$ cat src/hw/rtl/cbm_pkg.sv
`timescale 1ns / 1ps

package cbm_pkg;

  // Address decode of a bus write.
  localparam logic [15:0] ADDR_MASK     = 16'hf030;
  localparam logic [15:0] ADDR_PRG0     = 16'h8000;
  localparam logic [15:0] ADDR_PRG1     = 16'h8010;
  localparam logic [15:0] ADDR_PRG2     = 16'h9000;
  localparam logic [15:0] ADDR_CHR0     = 16'ha000;
  localparam logic [15:0] ADDR_CHR1     = 16'ha010;
  localparam logic [15:0] ADDR_CHR2     = 16'hb000;
  localparam logic [15:0] ADDR_CHR3     = 16'hb010;
  localparam logic [15:0] ADDR_CHR4     = 16'hc000;
  localparam logic [15:0] ADDR_CHR5     = 16'hc010;
  localparam logic [15:0] ADDR_CHR6     = 16'hd000;
  localparam logic [15:0] ADDR_CHR7     = 16'hd010;
  localparam logic [15:0] ADDR_MIRROR   = 16'he000;
  localparam logic [15:0] ADDR_IRQ_LTCH = 16'he010;
  localparam logic [15:0] ADDR_IRQ_CTRL = 16'hf000;
  localparam logic [15:0] ADDR_IRQ_ACK  = 16'hf010;

  // Item kind.
  localparam logic FUNC_WRITE = 1'b0;
  localparam logic FUNC_TICK  = 1'b1;

  typedef enum logic [1:0] {
    EV_NONE   = 2'd0,
    EV_PRG    = 2'd1,
    EV_CHR    = 2'd2,
    EV_MIRROR = 2'd3
  } event_kind_e;

  localparam logic [8:0] PRG_COUNT_RESET = 9'd32;
  localparam logic [7:0] IRQ_FULL        = 8'hff;
  localparam int unsigned DATA_BITS      = 8;

endpackage

$ cat src/hw/rtl/cartridge_bank_mapper_with_line_irq.sv
`timescale 1ns / 1ps

// Channel   Direction  Handshake                 Payload
// in        input      in_valid_i / in_stall_o   func_i, address_i, data_i
// out       output     out_valid_o / out_stall_i event_kind_o, slot_o, bank_value_o,
//                                                irq_request_o
// cfg       input      cfg_we_i                  cfg_wdata_i (program bank count)
//
// A tick or a non-program write has its result registered at accept. A program bank
// write runs a bit-serial restoring remainder that shifts one data bit per cycle
// through eight steps, then loads the result once the output register is free.
// Reset clears the interrupt state and sets the bank count to 32.
// An item is accepted while a result waits, as long as the output register frees in
// that cycle; the remainder unit holds its result while the output stays stalled.
module cartridge_bank_mapper_with_line_irq
  import cbm_pkg::*;
#(
  parameter int unsigned CHR_BANK_BITS = 6
) (
  input  logic       clk_i,
  input  logic       rst_ni,
  input  logic       cfg_we_i,
  input  logic [8:0] cfg_wdata_i,
  input  logic       in_valid_i,
  output logic       in_stall_o,
  input  logic       func_i,
  input  logic [15:0] address_i,
  input  logic [7:0] data_i,
  output logic       out_valid_o,
  input  logic       out_stall_i,
  output logic [1:0] event_kind_o,
  output logic [2:0] slot_o,
  output logic [7:0] bank_value_o,
  output logic       irq_request_o
);

  localparam logic [7:0] ChrMask = 8'((9'd1 << CHR_BANK_BITS) - 9'd1);

  localparam logic ST_IDLE = 1'b0;
  localparam logic ST_CALC = 1'b1;

  logic       state_q;
  logic [3:0] step_q;
  logic [7:0] div_q;
  logic [8:0] rem_q;
  logic [2:0] pend_slot_q;
  logic [8:0] prg_count_q;

  logic [7:0] irq_reload_q;
  logic [7:0] irq_count_q;
  logic       irq_armed_q;
  logic       irq_rearm_q;

  logic       out_valid_q;
  logic [1:0] event_kind_q;
  logic [2:0] slot_q;
  logic [7:0] bank_value_q;
  logic       irq_request_q;

  logic        in_accept;
  logic        out_free;
  logic [15:0] masked;
  logic        is_prg;
  event_kind_e dec_kind;
  logic [2:0]  dec_slot;
  logic [7:0]  dec_value;
  logic        tick_irq;
  logic [9:0]  trial;
  logic        trial_ge;
  logic [8:0]  rem_d;
  logic        calc_done;

  assign out_free   = !out_valid_q || !out_stall_i;
  assign in_stall_o = (state_q == ST_CALC) || !out_free;
  assign in_accept  = in_valid_i && !in_stall_o;
  assign masked     = address_i & ADDR_MASK;
  assign calc_done  = (state_q == ST_CALC) && (step_q == 4'(DATA_BITS)) && out_free;

  assign tick_irq = irq_armed_q && (irq_count_q == 8'd0);

  always_comb begin
    is_prg    = 1'b0;
    dec_kind  = EV_NONE;
    dec_slot  = 3'd0;
    dec_value = 8'd0;
    case (masked)
      ADDR_PRG0: begin is_prg = 1'b1; dec_slot = 3'd0; end
      ADDR_PRG1: begin is_prg = 1'b1; dec_slot = 3'd1; end
      ADDR_PRG2: begin is_prg = 1'b1; dec_slot = 3'd2; end
      ADDR_CHR0: begin dec_kind = EV_CHR; dec_slot = 3'd0; end
      ADDR_CHR1: begin dec_kind = EV_CHR; dec_slot = 3'd1; end
      ADDR_CHR2: begin dec_kind = EV_CHR; dec_slot = 3'd2; end
      ADDR_CHR3: begin dec_kind = EV_CHR; dec_slot = 3'd3; end
      ADDR_CHR4: begin dec_kind = EV_CHR; dec_slot = 3'd4; end
      ADDR_CHR5: begin dec_kind = EV_CHR; dec_slot = 3'd5; end
      ADDR_CHR6: begin dec_kind = EV_CHR; dec_slot = 3'd6; end
      ADDR_CHR7: begin dec_kind = EV_CHR; dec_slot = 3'd7; end
      ADDR_MIRROR: begin
        dec_kind  = EV_MIRROR;
        dec_value = data_i & 8'h03;
      end
      default: begin
        dec_kind = EV_NONE;
      end
    endcase
    if (dec_kind == EV_CHR) begin
      dec_value = data_i & ChrMask;
    end
  end

  // One restoring step. A zero count always subtracts nothing and a count above
  // the byte range never subtracts, so both pass the data byte unchanged.
  assign trial    = {rem_q, div_q[7]};
  assign trial_ge = trial >= {1'b0, prg_count_q};
  assign rem_d    = trial_ge ? 9'(trial - {1'b0, prg_count_q}) : trial[8:0];

  always_ff @(posedge clk_i or negedge rst_ni) begin
    if (!rst_ni) begin
      prg_count_q <= PRG_COUNT_RESET;
    end else if (cfg_we_i) begin
      prg_count_q <= cfg_wdata_i;
    end
  end

  always_ff @(posedge clk_i or negedge rst_ni) begin
    if (!rst_ni) begin
      irq_reload_q <= 8'd0;
      irq_count_q  <= 8'd0;
      irq_armed_q  <= 1'b0;
      irq_rearm_q  <= 1'b0;
    end else if (in_accept) begin
      if (func_i == FUNC_TICK) begin
        if (tick_irq) begin
          irq_armed_q <= 1'b0;
        end else if (irq_armed_q) begin
          irq_count_q <= irq_count_q - 8'd1;
        end
      end else begin
        case (masked)
          ADDR_IRQ_LTCH: begin
            irq_reload_q <= IRQ_FULL - data_i;
          end
          ADDR_IRQ_CTRL: begin
            irq_rearm_q <= data_i[0];
            irq_armed_q <= data_i[1];
            irq_count_q <= irq_reload_q;
          end
          ADDR_IRQ_ACK: begin
            irq_armed_q <= irq_rearm_q;
            irq_count_q <= irq_reload_q;
          end
          default: begin
          end
        endcase
      end
    end
  end

  always_ff @(posedge clk_i or negedge rst_ni) begin
    if (!rst_ni) begin
      state_q <= ST_IDLE;
      step_q  <= 4'd0;
    end else begin
      case (state_q)
        ST_IDLE: begin
          if (in_accept && (func_i == FUNC_WRITE) && is_prg) begin
            state_q <= ST_CALC;
            step_q  <= 4'd0;
          end
        end
        ST_CALC: begin
          if (step_q != 4'(DATA_BITS)) begin
            step_q <= step_q + 4'd1;
          end else if (calc_done) begin
            state_q <= ST_IDLE;
          end
        end
        default: begin
          state_q <= ST_IDLE;
        end
      endcase
    end
  end

  always_ff @(posedge clk_i) begin
    if (in_accept) begin
      div_q       <= data_i;
      rem_q       <= 9'd0;
      pend_slot_q <= dec_slot;
    end else if ((state_q == ST_CALC) && (step_q != 4'(DATA_BITS))) begin
      div_q <= {div_q[6:0], 1'b0};
      rem_q <= rem_d;
    end
  end

  always_ff @(posedge clk_i or negedge rst_ni) begin
    if (!rst_ni) begin
      out_valid_q <= 1'b0;
    end else if ((in_accept && !((func_i == FUNC_WRITE) && is_prg)) || calc_done) begin
      out_valid_q <= 1'b1;
    end else if (!out_stall_i) begin
      out_valid_q <= 1'b0;
    end
  end

  always_ff @(posedge clk_i) begin
    if (calc_done) begin
      event_kind_q  <= EV_PRG;
      slot_q        <= pend_slot_q;
      bank_value_q  <= rem_q[7:0];
      irq_request_q <= 1'b0;
    end else if (in_accept) begin
      if (func_i == FUNC_TICK) begin
        event_kind_q  <= EV_NONE;
        slot_q        <= 3'd0;
        bank_value_q  <= 8'd0;
        irq_request_q <= tick_irq;
      end else if (!is_prg) begin
        event_kind_q  <= dec_kind;
        slot_q        <= (dec_kind == EV_CHR) ? dec_slot : 3'd0;
        bank_value_q  <= dec_value;
        irq_request_q <= 1'b0;
      end
    end
  end

  assign out_valid_o   = out_valid_q;
  assign event_kind_o  = event_kind_q;
  assign slot_o        = slot_q;
  assign bank_value_o  = bank_value_q;
  assign irq_request_o = irq_request_q;

`ifndef ASSERT_OFF
  a_step_range : assert property (@(posedge clk_i) disable iff (!rst_ni)
    step_q <= 4'(DATA_BITS))
    else $error("remainder step counter out of range");

  a_rem_bound : assert property (@(posedge clk_i) disable iff (!rst_ni)
    (state_q == ST_CALC) && (step_q != 4'd0) && (prg_count_q != 9'd0)
      |-> rem_q < prg_count_q)
    else $error("partial remainder not below bank count");

  a_irq_disarm : assert property (@(posedge clk_i) disable iff (!rst_ni)
    in_accept && (func_i == FUNC_TICK) && tick_irq |=> !irq_armed_q)
    else $error("interrupt did not disarm the counter");

  a_irq_kind : assert property (@(posedge clk_i) disable iff (!rst_ni)
    out_valid_q && irq_request_q |-> event_kind_q == EV_NONE)
    else $error("interrupt reported with a mapping change");

  a_no_accept_calc : assert property (@(posedge clk_i) disable iff (!rst_ni)
    (state_q == ST_CALC) && !calc_done |=> !$past(in_accept))
    else $error("item accepted during remainder");
`endif

endmodule

$ cat config.mk
export PLATFORM = sky130hd
export DESIGN_NAME = cartridge_bank_mapper_with_line_irq
export DESIGN_NICKNAME = d
export VERILOG_FILES = /design/src/hw/rtl/cbm_pkg.sv /design/src/hw/rtl/cartridge_bank_mapper_with_line_irq.sv
export SDC_FILE = /design/constraint.sdc
export NUM_CORES = 1
export LEC_CHECK = 0
export BUFFER_PORTS_ARGS = -buffer_cell sky130_fd_sc_hd__buf_4
export CAP_MARGIN = 30
export CORE_UTILIZATION = 32
export CTS_CLUSTER_DIAMETER = 50
export CTS_CLUSTER_SIZE = 20
export DETAILED_ROUTE_END_ITERATION = 10
export HOLD_SLACK_MARGIN = 0.15
export PLACE_DENSITY = 0.57
export SLEW_MARGIN = 20
export SYNTH_ARGS = -nofsm -noshare
export SYNTH_HDL_FRONTEND = slang
export SYNTH_SLANG_ARGS = --single-unit
$ cat constraint.sdc
create_clock -name clk_i -period 2.55 [get_ports clk_i]
set_clock_uncertainty 0.2 [all_clocks]
set_input_delay 0.3825 -clock clk_i [delete_from_list [all_inputs] [get_ports clk_i]]
set_output_delay 0.3825 -clock clk_i [all_outputs]
set_load 0.03 [all_outputs]
After elaboration in Yosys (flattened, before gate mapping)
Index checks and enable logic that the tools add are counted.

storage, ports and cells
  latch bits = 0
  output and inout bits = 16
  bits in read-only memories = 0
  register bits = 67
  bits of input ports = 39
  logic and storage cells = 119
  memories kept = 0
  memory bits (writable) = 0

operators by class
  $lt $le $gt $ge = 1
  multiplexer cells = 37
  reduce and logical (&&, ||, !) cells = 34
  add/subtract/negate cells = 4
  $mul = 0
  eq/ne operators = 26
  shift-type cells = 0
  bitwise gates (word level) = 2
  divide/modulo/power cells = 0

operators with widths
  cell                 number
  $eq 6x6->1 const B   15
  $mux 8               11
  $pmux 3 s7           1
  $mux 3               5
  $ge 10x9->1          1
  $mux 1               10
  $logic_and 1x1->1    9
  $mux 9               1
  $reduce_and 3->1     3
  $sub 9x9->9          1
  $logic_not 8->1      1
  $mux 4               2
  $ne 2x1->1 const B   4
  $pmux 4 s2           1
  $reduce_or 8->1      1
  $sub 8x1->8 const B  1
  $sub 8x8->8 const A  1
  $mux 2               3
  $ne 2x2->1 const B   3
  $reduce_and 2->1     3
  $reduce_bool 2->1    3
  $reduce_or 2->1      3
  $logic_not 1->1      5
  $add 4x1->4 const B  1
  11 further kinds     15

Depth between registers and ports, before layout
Gate-level depths: netlist (run 1).

  word-level depth = 10
  depth in mapped cells = 11
  gate-level depth less buffers = 10

Least setup slack after synthesis (run 1)
No wires, ideal clock.

  path type = reg2reg
  from = register div_q[7]
  to = register rem_q[1]
  clock period less this slack = 2.471 ns
  data arrival time = 2.148 ns
  data required time = 2.227 ns
  path buffers = 1
  stages on the path, launching flop included = 12
  setup time = 0.123 ns
  setup slack = 0.079 ns
  cells stage by stage = edfxtp_1 inv_1 ha_1 inv_1 fa_1 a21o_1 a21oi_2 a211oi_2 nor4_4 buf_6 mux2i_1 o21ai_1

on the way
  cells in the longest elaborated chain, start to end = 2
  elaborated cells between the ends (all ways) = 3
  classes of those cells = add/sub: 1; order compare: 1; mux: 1

ends and longest elaborated chain
  what                                               line                                                                                    text
  from (decl)                                        cartridge_bank_mapper_with_line_irq.sv:44                                               logic [7:0] div_q;
  from (signal assigned)                             cartridge_bank_mapper_with_line_irq.sv:187                                              div_q <= data_i;
  from (signal assigned)                             cartridge_bank_mapper_with_line_irq.sv:191                                              div_q <= {div_q[6:0], 1'b0};
  $sub 9x9->9 / $ge 10x9->1 (equally long branches)  cartridge_bank_mapper_with_line_irq.sv:115, cartridge_bank_mapper_with_line_irq.sv:114
  $mux 9 (*)                                         cartridge_bank_mapper_with_line_irq.sv:115                                              assign rem_d = trial_ge ? 9'(trial - {1'b0, prg_count_q}) : trial[8:0];
  to (signal assigned)                               cartridge_bank_mapper_with_line_irq.sv:192                                              rem_q <= rem_d;
  to (decl)                                          cartridge_bank_mapper_with_line_irq.sv:45                                               logic [8:0] rem_q;

Every way passes the cells marked *; elsewhere a longest branch is shown, timed or not.
A chain may end at the register's enable or synchronous reset.

Final worst setup path (run 1)
  from = register div_q[7]
  to = register rem_q[5]

The elaborated chain is that of the path after synthesis.

==> results.py, run 1 <==
metrics = {
    "sta": {
        "min_period_ps": 2580,
        "finalMaxSlewViolations": 0,
        "holdWs_ps": 176,
        "fmaxAchievable_mhz": 387,
        "fin_tns_setup_ps": -96.0,
        "max-slew-margin-rel_pct": 69.0,
        "setup_viol": 6,
        "hold_viol_final": 0,
        "finalCritPeriodShare_pct": 101,
        "rsz0062_at_grt": "yes",
        "tightest_slew_ps": 464,
        "worst_slack_ps": -32.3,
    },
    "synth": {
        "synth-adder-area-share_pct": 5.29,
        "synth_top_area_cell": "dfrtp_1",
        "synth-async-reset-ratio_pct": 49.3,
        "synth_xor_area_share_pct": 2.28,
        "muxShareOfSynthArea_pct": 3.55,
        "syn_area_per_cell_um2": 9.78,
        "synth_top_area_share_pct": 23.2,
        "synth.yosys.warnings": 0,
        "synthSimpleGateAreaFrac_pct": 18.3,
        "syn_inst": 353,
        "yosysMostFrequentCell": "nand2_1",
        "netlist_area_mm2": 0.00345,
        "yosys.cell_types.count": 57,
        "yosysSeqAreaShare_pct": 50.1,
        "synth_top_family_by_area": "simple AND/OR/NAND/NOR gates",
        "ys.flop_type": "dfrtp_1",
        "synth-compound-area-share_pct": 16.1,
        "syn_nets": 406,
        "ys_ff_latch": 67,
        "ys_top_cells_by_area": "dfrtp_1, edfxtp_1, dfxtp_1",
        "yosys-top-cells-count": "nand2_1, dfrtp_1, o21ai_0, inv_1, edfxtp_1",
        "synth-edff-count": 22,
    },
    "die": {
        "fp.dieArea_mm2": 0.0112,
        "io_pins": 55,
        "die_x_um": 106,
        "rows": 37,
        "dieHeight_um": 106,
        "initial_core_util_pct": 33.3,
        "core_area_mm2": 0.0104,
    },
    "critical_path": {
        "reg2regPathDepth": 12,
        "path_class": "flop to flop",
        "crit_start": "div_q[7]",
        "crit_fanout": 4,
        "cp_data_required_time_ps": 2580,
        "worstPathArrival_ps": 2610,
        "r2r-start": "div_q[7]",
        "worstSetupEndpointType": "flop",
        "crit_path_start_kind": "flop",
    },
    "placement": {
        "placed_cells": 536,
        "detailed_place.area_mm2": 0.00402,
        "finalWeightedCongestion": 0.788,
        "hpwl_mm": 5.59,
        "io_buffers": 44,
    },
    "grt": {
        "grt_pass1_wl_mm": 13.4,
        "grt_usage_pct": 15.3,
        "grt_pass1_vias": 2853,
        "grt.overflow.total": 0,
        "antenna_found_initial": 0,
        "grt_max_degree": 34,
    },
    "min_path": {
        "hold_class": "input pin to flop",
        "whs_path_depth": 2,
        "min_from": "address_i[13]",
    },
    "outcome": {
        "status": "finished with violations",
        "failed_checks": "setup timing",
    },
    "finish": {
        "syn2layout_area_growth_pct": 33.1,
        "fin_area_mm2": 0.00459,
        "finalNetCount": 501,
        "final_layout_size_suffix_gt1_share_pct": 22.1,
        "final_cell_count_no_fill": 589,
        "n_antenna_cell": 0,
    },
    "power_and_ir_drop": {
        "cellPowerDensity_mw_per_mm2": 967,
        "power_mw": 4.44,
        "leakage_nw": 2.04,
        "ir_drop_uv": 352,
    },
    "clock_network": {
        "clk_path_buf_depth": 2,
        "insertion_delay_ps": 350,
        "cts_tree": "built",
        "cts.clk_slew.worst_paths_ps": 80,
        "cts_sinks": 67,
        "cts_root_buffer": "clkbuf_8",
        "cts_buffers": 9,
        "htreeDepth": 3,
    },
    "drt": {
        "ant_nets": 0,
        "vias": 2820,
        "drt_pre_antenna_iters": 4,
        "finalWirelength_mm": 8.07,
        "viasPerCell": 4.79,
        "dr.first_iter.drc_count": 113,
        "wl_per_cell_um": 13.7,
        "drc": 0,
    },
    "run": {
        "cap_viol_max_count": 0,
    },
}
[worst max-delay path, stage by stage (launching register included)]
cell and delay (ps):
edfxtp_1 380, inv_2 80, ha_4 130, inv_2 40
fa_2 350, a21o_1 210, a21oi_2 160, a211oi_2 110
nor4_4 250, buf_4 170, clkbuf_16 130, mux2i_1 180
o21ai_1 70
[cells in the final DEF (no fill, tap or decap), types with 3 or more instances in the layout]
master | synthesis | routed
a21oi_1 | 14 | 14
nor3_1 | 9 | 9
nand4_1 | 3 | 3
buf_4 | 1 | 62
nand2_1 | 62 | 62
o31ai_1 | 6 | 6
o21ai_1 | 5 | 5
inv_1 | 26 | 24
ha_1 | 13 | 12
or3_1 | 3 | 3
edfxtp_1 | 22 | 22
xnor2_1 | 5 | 5
o21ai_0 | 28 | 28
nor2_1 | 18 | 18
dfrtp_1 | 32 | 32
a22o_1 | 8 | 8
nand2b_1 | 3 | 3
dlygate4sd3_1 | 0 | 30
clkbuf_8 | 0 | 9
and2_1 | 4 | 4
mux2i_1 | 10 | 10
dfxtp_1 | 12 | 12
a21o_1 | 3 | 3
clkinv_2 | 0 | 3
xor2_1 | 4 | 4
nand3_1 | 10 | 8
[path summary, 6_finish.rpt]
kind	to	slack [ps]
min in group asynchronous	out_valid_o	320
setup / recovery	rem_q[5]	-30
hold / removal	pend_slot_q[2]	180
hold reg to reg	irq_request_o	260
max in group asynchronous	prg_count_q[5]	1470
setup reg to reg	rem_q[5]	-30
[state kept, by name (all words and copies together) (netlist names)]
name,cells
div_q,8
state_q,1
rem_q,9
bank_value_o,8
irq_request_o,1
prg_count_q,9
event_kind_o,2
pend_slot_q,3
irq_count_q,8
irq_armed_q,1
step_q,4
out_valid_o,1
irq_reload_q,8
slot_o,3
irq_rearm_q,1
[timing repair]
action	in CTS	in global routing
buffers inserted	1	5
hold endpoints to repair	61	0
setup endpoints to repair	4	14
pin swaps	0	11
gates cloned	0	1
gates resized for setup	0	8
hold buffers	30	0
[routing by layer]
metal	track usage, %	wire length (um)	vias to the layer above
met2	26.1	3860	60
met5	0	0	-
met1	19.0	3760	1304
met4	4.56	118	0
li1	-	-	1445
met3	3.83	333	11
[per-stage QoR]
| step | setup WS (ps) | utilization (%) |
|---|---|---|
| CTS | -17.2 | 43.4 |
| finish | -32.3 | 44.3 |
| global route | -168 | 44.3 |
| floorplan | 79.1 | - |
| detailed placement | -30.3 | 38.7 |
| global placement | 35.6 | 38.7 |
[power by group]
group	switching [mW]	total [mW]	internal, mW
Sequential	0.223	1.69	1.47
Clock	0.422	0.771	0.349
Combinational	1.04	1.98	0.944
[cells by family after synthesis]
| kind of cell | Yosys count |
|---|---|
| AOI/OAI and AO/OA | 84 |
| xor gates and xnor gates | 9 |
| and+or+nand+nor | 130 |
| muxes | 12 |
| DFF | 67 |
| buffers and inverters | 37 |
| adders and majority gates | 14 |
[final cells by class]
type | instances | area, um2
Clock buffer | 9 | 124
Clock inverter | 7 | 43.8
Fill cell | 1006 | 5780
Inverter | 26 | 97.6
Multi-Input combinational cell | 249 | 1600
Sequential cell | 67 | 1730
Tap cell | 136 | 170
Timing Repair Buffer | 95 | 831
(Power assumes the default switching activity.)
==> inputs of run 2 (changes only) <==
CTS_BUF_LIST = sky130_fd_sc_hd__clkbuf_16   (was not set)
==> run 2 against run 1 <==
Compared with the run above:
- the run still ends with setup timing left
- count of clock-buffer cells in the layout stayed put
- first-iteration DRC count decreased by 15%
- power rose by 7.7%
- critical endpoint unchanged
- wire length shrank 1.6%
- cell count fell by 1.7%
- non-clock buffer count decreased by 10
- global-route usage fell by 0.25 points
- worst hold slack got worse by 22 ps
- register-to-register slack about the same
- combinational power is essentially flat
==> results.py, run 2 (synthesis results as in run 1) <==
metrics = {
    "outcome": {
        "status": "finished with violations",
        "failed_checks": "setup timing",
    },
    "clock_network": {
        "cts_tree": "built",
        "htreeDepth": 3,
        "cts_root_buffer": "clkbuf_16",
        "clk_path_buf_depth": 2,
        "cts_sinks": 67,
        "cts_buffers": 9,
        "insertion_delay_ps": 330,
        "cts.clk_slew.worst_paths_ps": 60,
    },
    "finish": {
        "syn2layout_area_growth_pct": 33.3,
        "finalNetCount": 491,
        "multiInputGateArea_mm2": 0.00160,
        "final_cell_mix": "nand2_1, buf_4, dfrtp_1",
        "ff_latch_area_mm2": 0.00173,
        "final_layout_size_suffix_gt1_share_pct": 22.8,
        "fill_cells": 993,
        "top_regs": "prg_count_q x9, rem_q x9",
        "final_cell_count_no_fill": 579,
        "fin_area_mm2": 0.00460,
        "n_antenna_cell": 0,
    },
    "drt": {
        "wl_per_cell_um": 13.7,
        "drt_pre_antenna_iters": 4,
        "ant_nets": 0,
        "drc": 0,
        "finalWirelength_mm": 7.93,
        "viasPerCell": 4.79,
        "vias": 2774,
        "dr.first_iter.drc_count": 96,
    },
    "critical_path": {
        "cp_common_cell": "inv_2",
        "worstSetupEndpointType": "flop",
        "cp_num_buf_inv": 4,
        "worstPathArrival_ps": 2590,
        "crit_fanout": 4,
        "cp_slowest_cell": "edfxtp_1",
        "path_class": "flop to flop",
        "path_delay_family": "compound AO/OA/AOI/OAI gates",
        "critical_path.cell_chain": "inv_2 > ha_4 > inv_2 > fa_2 > a21o_1 > a21oi_2 > a211oi_2 > nor4_4 > buf_4 > clkbuf_16 > mux2i_1 > o21ai_1",
        "slowest_delay_ps": 380,
        "crit_path_start_kind": "flop",
        "cp_data_required_time_ps": 2560,
    },
    "die": {
        "die_x_um": 106,
        "rows": 37,
        "io_pins": 55,
        "core_area_mm2": 0.0104,
        "dieHeight_um": 106,
        "fp.dieArea_mm2": 0.0112,
        "initial_core_util_pct": 33.3,
    },
    "placement": {
        "placed_cells": 536,
        "detailed_place.area_mm2": 0.00402,
        "preCtsSetupSlack_ps": -30.3,
        "finalWeightedCongestion": 0.788,
        "hpwl_mm": 5.59,
        "io_buffers": 44,
    },
    "grt": {
        "antenna_found_initial": 0,
        "grt_max_degree": 34,
        "grt.overflow.total": 0,
        "grt_pass1_vias": 2804,
        "grt_pass1_wl_mm": 13.2,
        "grt_usage_pct": 15.1,
    },
    "min_path": {
        "hold_class": "input pin to flop",
    },
    "sta": {
        "finalMaxSlewViolations": 0,
        "setup_viol": 6,
        "rsz0062_at_grt": "yes",
        "hold_viol_final": 0,
        "fmaxAchievable_mhz": 388,
        "holdWs_ps": 154,
        "max-slew-margin-rel_pct": 69.1,
        "min_period_ps": 2580,
        "worst_slack_ps": -29.8,
        "tightest_slew_ps": 464,
        "finalCritPeriodShare_pct": 101,
    },
    "power_and_ir_drop": {
        "cellPowerDensity_mw_per_mm2": 1040,
        "ir_drop_uv": 416,
        "leakage_nw": 2.04,
    },
    "run": {
        "cap_viol_max_count": 0,
    },
}
-- run 2: final timing paths --
check,from,slack (ps),depth (start not counted),endpoint
max in group asynchronous,rst_ni,1450,2,prg_count_q[5]
min in group asynchronous,rst_ni,340,2,out_valid_o
max reg2reg,div_q[7],-30,12,rem_q[5]
min,cfg_we_i,150,2,prg_count_q[2]
min reg2reg,irq_request_o,260,2,irq_request_o
max,div_q[7],-30,12,rem_q[5]
-- run 2: per-stage QoR --
stage          TNS, ps  total power, mW  utilization [%]
2_1_floorplan        0             2.91                -
3_5_place_dp     -77.1             3.45             38.7
4_1_cts          -17.3             4.66             43.4
5_1_grt          -1260             5.12             44.4
3_3_place_gp         0             3.42             38.7
6_report          -100             4.79             44.4
-- run 2: power by group --
part | switching [mW] | total (mW) | internal, mW
sequential | 0.222 | 1.69 | 1.47
clock | 0.465 | 1.12 | 0.653
combinational | 1.04 | 1.97 | 0.936
-- run 2: timing repair --
action / 4_1_cts / 5_1_grt
setup endpoints to repair: 3 / 17
hold endpoints to repair: 52 / 0
buffers inserted: 1 / 6
resized for setup: 0 / 9
hold buffers: 20 / 0
pin swaps: 0 / 11
cloned: 0 / 1
-- run 2: routing by layer --
layer | share of wire [%] | global-route usage [%]
met3 | 4.2 | 3.34
met5 | 0 | 0
met1 | 46 | 18.9
met2 | 48 | 25.4
met4 | 1.6 | 5.46
-- run 2: area by class of cell --
type	instances	area share (%)
flip-flops and latches	67	37.6
inverters	26	2.12
well taps	136	3.70
repair buffers	85	15.9
clock buffers	9	4.90
clock inverters	7	0.952
multi-input cells	249	34.9
==> inputs of run 3 (changes only) <==
PLACE_DENSITY = 0.6   (was 0.57)
==> run 3 against run 2 <==
Compared with the run above:
- the run still ends with setup timing left
- sequential share of layout area rose by 0.10 points
- power down 0.18%
- maximum frequency rose by 1.1%
==> results.py, run 3 (synthesis results as in run 1) <==
metrics = {
    "finish": {
        "fill_cells": 990,
        "layout_commonest_cell": "nand2_1",
        "finalNetCount": 492,
        "final_cell_count_no_fill": 580,
        "top_regs": "prg_count_q x9, rem_q x9",
        "final_cell_mix": "nand2_1, buf_4, dfrtp_1",
        "syn2layout_area_growth_pct": 32.9,
        "n_antenna_cell": 0,
        "final_layout_size_suffix_gt1_share_pct": 21.6,
        "fin_area_mm2": 0.00459,
    },
    "power_and_ir_drop": {
        "power_frac_seq_pct": 35.7,
        "pwr-share-clk_pct": 23.4,
        "leakage_nw": 2.02,
        "p_sw_mw": 1.75,
        "intPower_mw": 3.02,
        "netSwitchingFraction_pct": 36.7,
        "cellPowerDensity_mw_per_mm2": 1040,
        "ir_drop_uv": 369,
        "power_mw": 4.78,
        "power_frac_comb_pct": 40.9,
    },
    "grt": {
        "grt_usage_pct": 15.5,
        "antenna_found_initial": 0,
        "grt_pass1_wl_mm": 13.5,
        "grt.overflow.total": 0,
        "grt_max_degree": 34,
        "grt_pass1_vias": 2839,
    },
    "sta": {
        "finalCritPeriodShare_pct": 100,
        "worst_slack_ps": -0.628,
        "tightest_slew_ps": 548,
        "max-slew-margin-rel_pct": 63.2,
        "rsz0062_at_grt": "yes",
        "setup_viol": 1,
        "min_period_ps": 2550,
        "finalMaxSlewViolations": 0,
        "hold_viol_final": 0,
        "fmaxAchievable_mhz": 392,
    },
    "run": {
        "cap_viol_max_count": 0,
    },
    "clock_network": {
        "cts_tree": "built",
        "htreeDepth": 3,
        "cts_root_buffer": "clkbuf_16",
        "cts_buffers": 9,
        "cts.clk_slew.worst_paths_ps": 60,
        "cts_sinks": 67,
        "insertion_delay_ps": 320,
        "clk_path_buf_depth": 2,
    },
    "critical_path": {
        "crit_fanout": 5,
        "path_class": "flop to flop",
        "crit_path_start_kind": "flop",
        "path_delay_family": "compound AO/OA/AOI/OAI gates",
        "slowest_delay_ps": 390,
        "worstSetupEndpointType": "flop",
        "cp_num_buf_inv": 4,
        "crit_start": "div_q[7]",
        "cp_slowest_cell": "edfxtp_1",
        "critical_path.cell_chain": "inv_2 > ha_4 > inv_2 > fa_2 > a21o_1 > a21oi_2 > a211oi_2 > nor4_4 > buf_4 > clkbuf_16 > mux2i_1 > o21ai_1",
        "r2r_slack_ps": -0.6,
        "cp_data_required_time_ps": 2550,
        "cp_common_cell": "inv_2",
        "worstPathArrival_ps": 2550,
        "r2r-start": "div_q[7]",
    },
    "min_path": {
        "min_from": "cfg_we_i",
        "hold_class": "input pin to flop",
    },
    "drt": {
        "drc": 0,
        "vias": 2790,
        "drt_pre_antenna_iters": 4,
        "dr.first_iter.drc_count": 172,
        "wl_per_cell_um": 14.0,
        "viasPerCell": 4.81,
        "finalWirelength_mm": 8.10,
        "ant_nets": 0,
    },
    "placement": {
        "preCtsSetupSlack_ps": -21.8,
        "io_buffers": 44,
        "finalWeightedCongestion": 0.800,
        "placed_cells": 534,
        "detailed_place.area_mm2": 0.00400,
        "hpwl_mm": 5.66,
    },
    "die": {
        "core_area_mm2": 0.0104,
        "dieHeight_um": 106,
        "rows": 37,
        "die_x_um": 106,
        "io_pins": 55,
        "fp.dieArea_mm2": 0.0112,
        "initial_core_util_pct": 33.3,
    },
    "outcome": {
        "failed_checks": "setup timing",
        "status": "finished with violations",
    },
}
[run 3: cell types whose count changed in the layout (fill, tap and decap cells not counted), sizes merged]
cell	change
buf	-2
dlygate4sd3	+3
[run 3: power groups by stage]
stage	clock network [mW]	logic, mW	registers (mW)
floorplan	0	1.15	1.76
global placement	0	1.70	1.70
detailed placement	0	1.74	1.72
CTS	1.14	1.98	1.70
global route	1.19	2.16	1.75
finish	1.12	1.95	1.70
[run 3: area by class of cell]
type	instances	area, um2	share of cell area, %
clock buffers	9	225	4.91
clock inverters	7	43.8	0.955
inverters	26	97.6	2.13
multi-input cells	249	1590	34.8
flip-flops and latches	67	1730	37.7
well taps	136	170	3.71
repair buffers	86	728	15.9
[run 3: per-stage QoR]
step | hold slack [ps] | utilization, % | TNS [ps]
after floorplan | -113 | - | 0
after global placement | 161 | 38.6 | 0
after detailed placement | 176 | 38.6 | -41.3
after CTS | 151 | 44.2 | -108
after global routing | 177 | 44.2 | -519
final | 156 | 44.2 | -0.628
[run 3: final timing paths]
kind                                  end  cells after the start
max reg2reg                      rem_q[3]                     12
max                              rem_q[3]                     12
min in group asynchronous     out_valid_o                      2
min reg2reg                 irq_request_o                      2
min                        prg_count_q[2]                      2
max in group asynchronous  prg_count_q[5]                      2
[run 3: worst reg2reg max path: cells and delay by family (launching register included)]
family,cells,cell delay [ps]
AO/OA/AOI/OAI,4,540
AND/OR/NAND/NOR,1,240
flip-flops,1,390
adder cells (fa/ha/maj),2,470
multiplexers,1,180
buffers and inverters,4,420
[run 3: repair_timing]
item	CTS	global route
gates cloned	1	0
setup buffers	4	3
hold endpoints to repair	54	0
hold buffers	23	0
resized for setup	6	4
setup endpoints to repair	6	9
pin swaps	1	1
[run 3: per-layer routing]
metal | up-vias | part of all wire, % | GRT usage (%)
li1 | 1424 | - | -
met1 | 1309 | 47 | 19.1
met2 | 46 | 48 | 26.4
met3 | 11 | 2.7 | 3.22
met4 | 0 | 1.7 | 5.85
met5 | - | 0 | 0
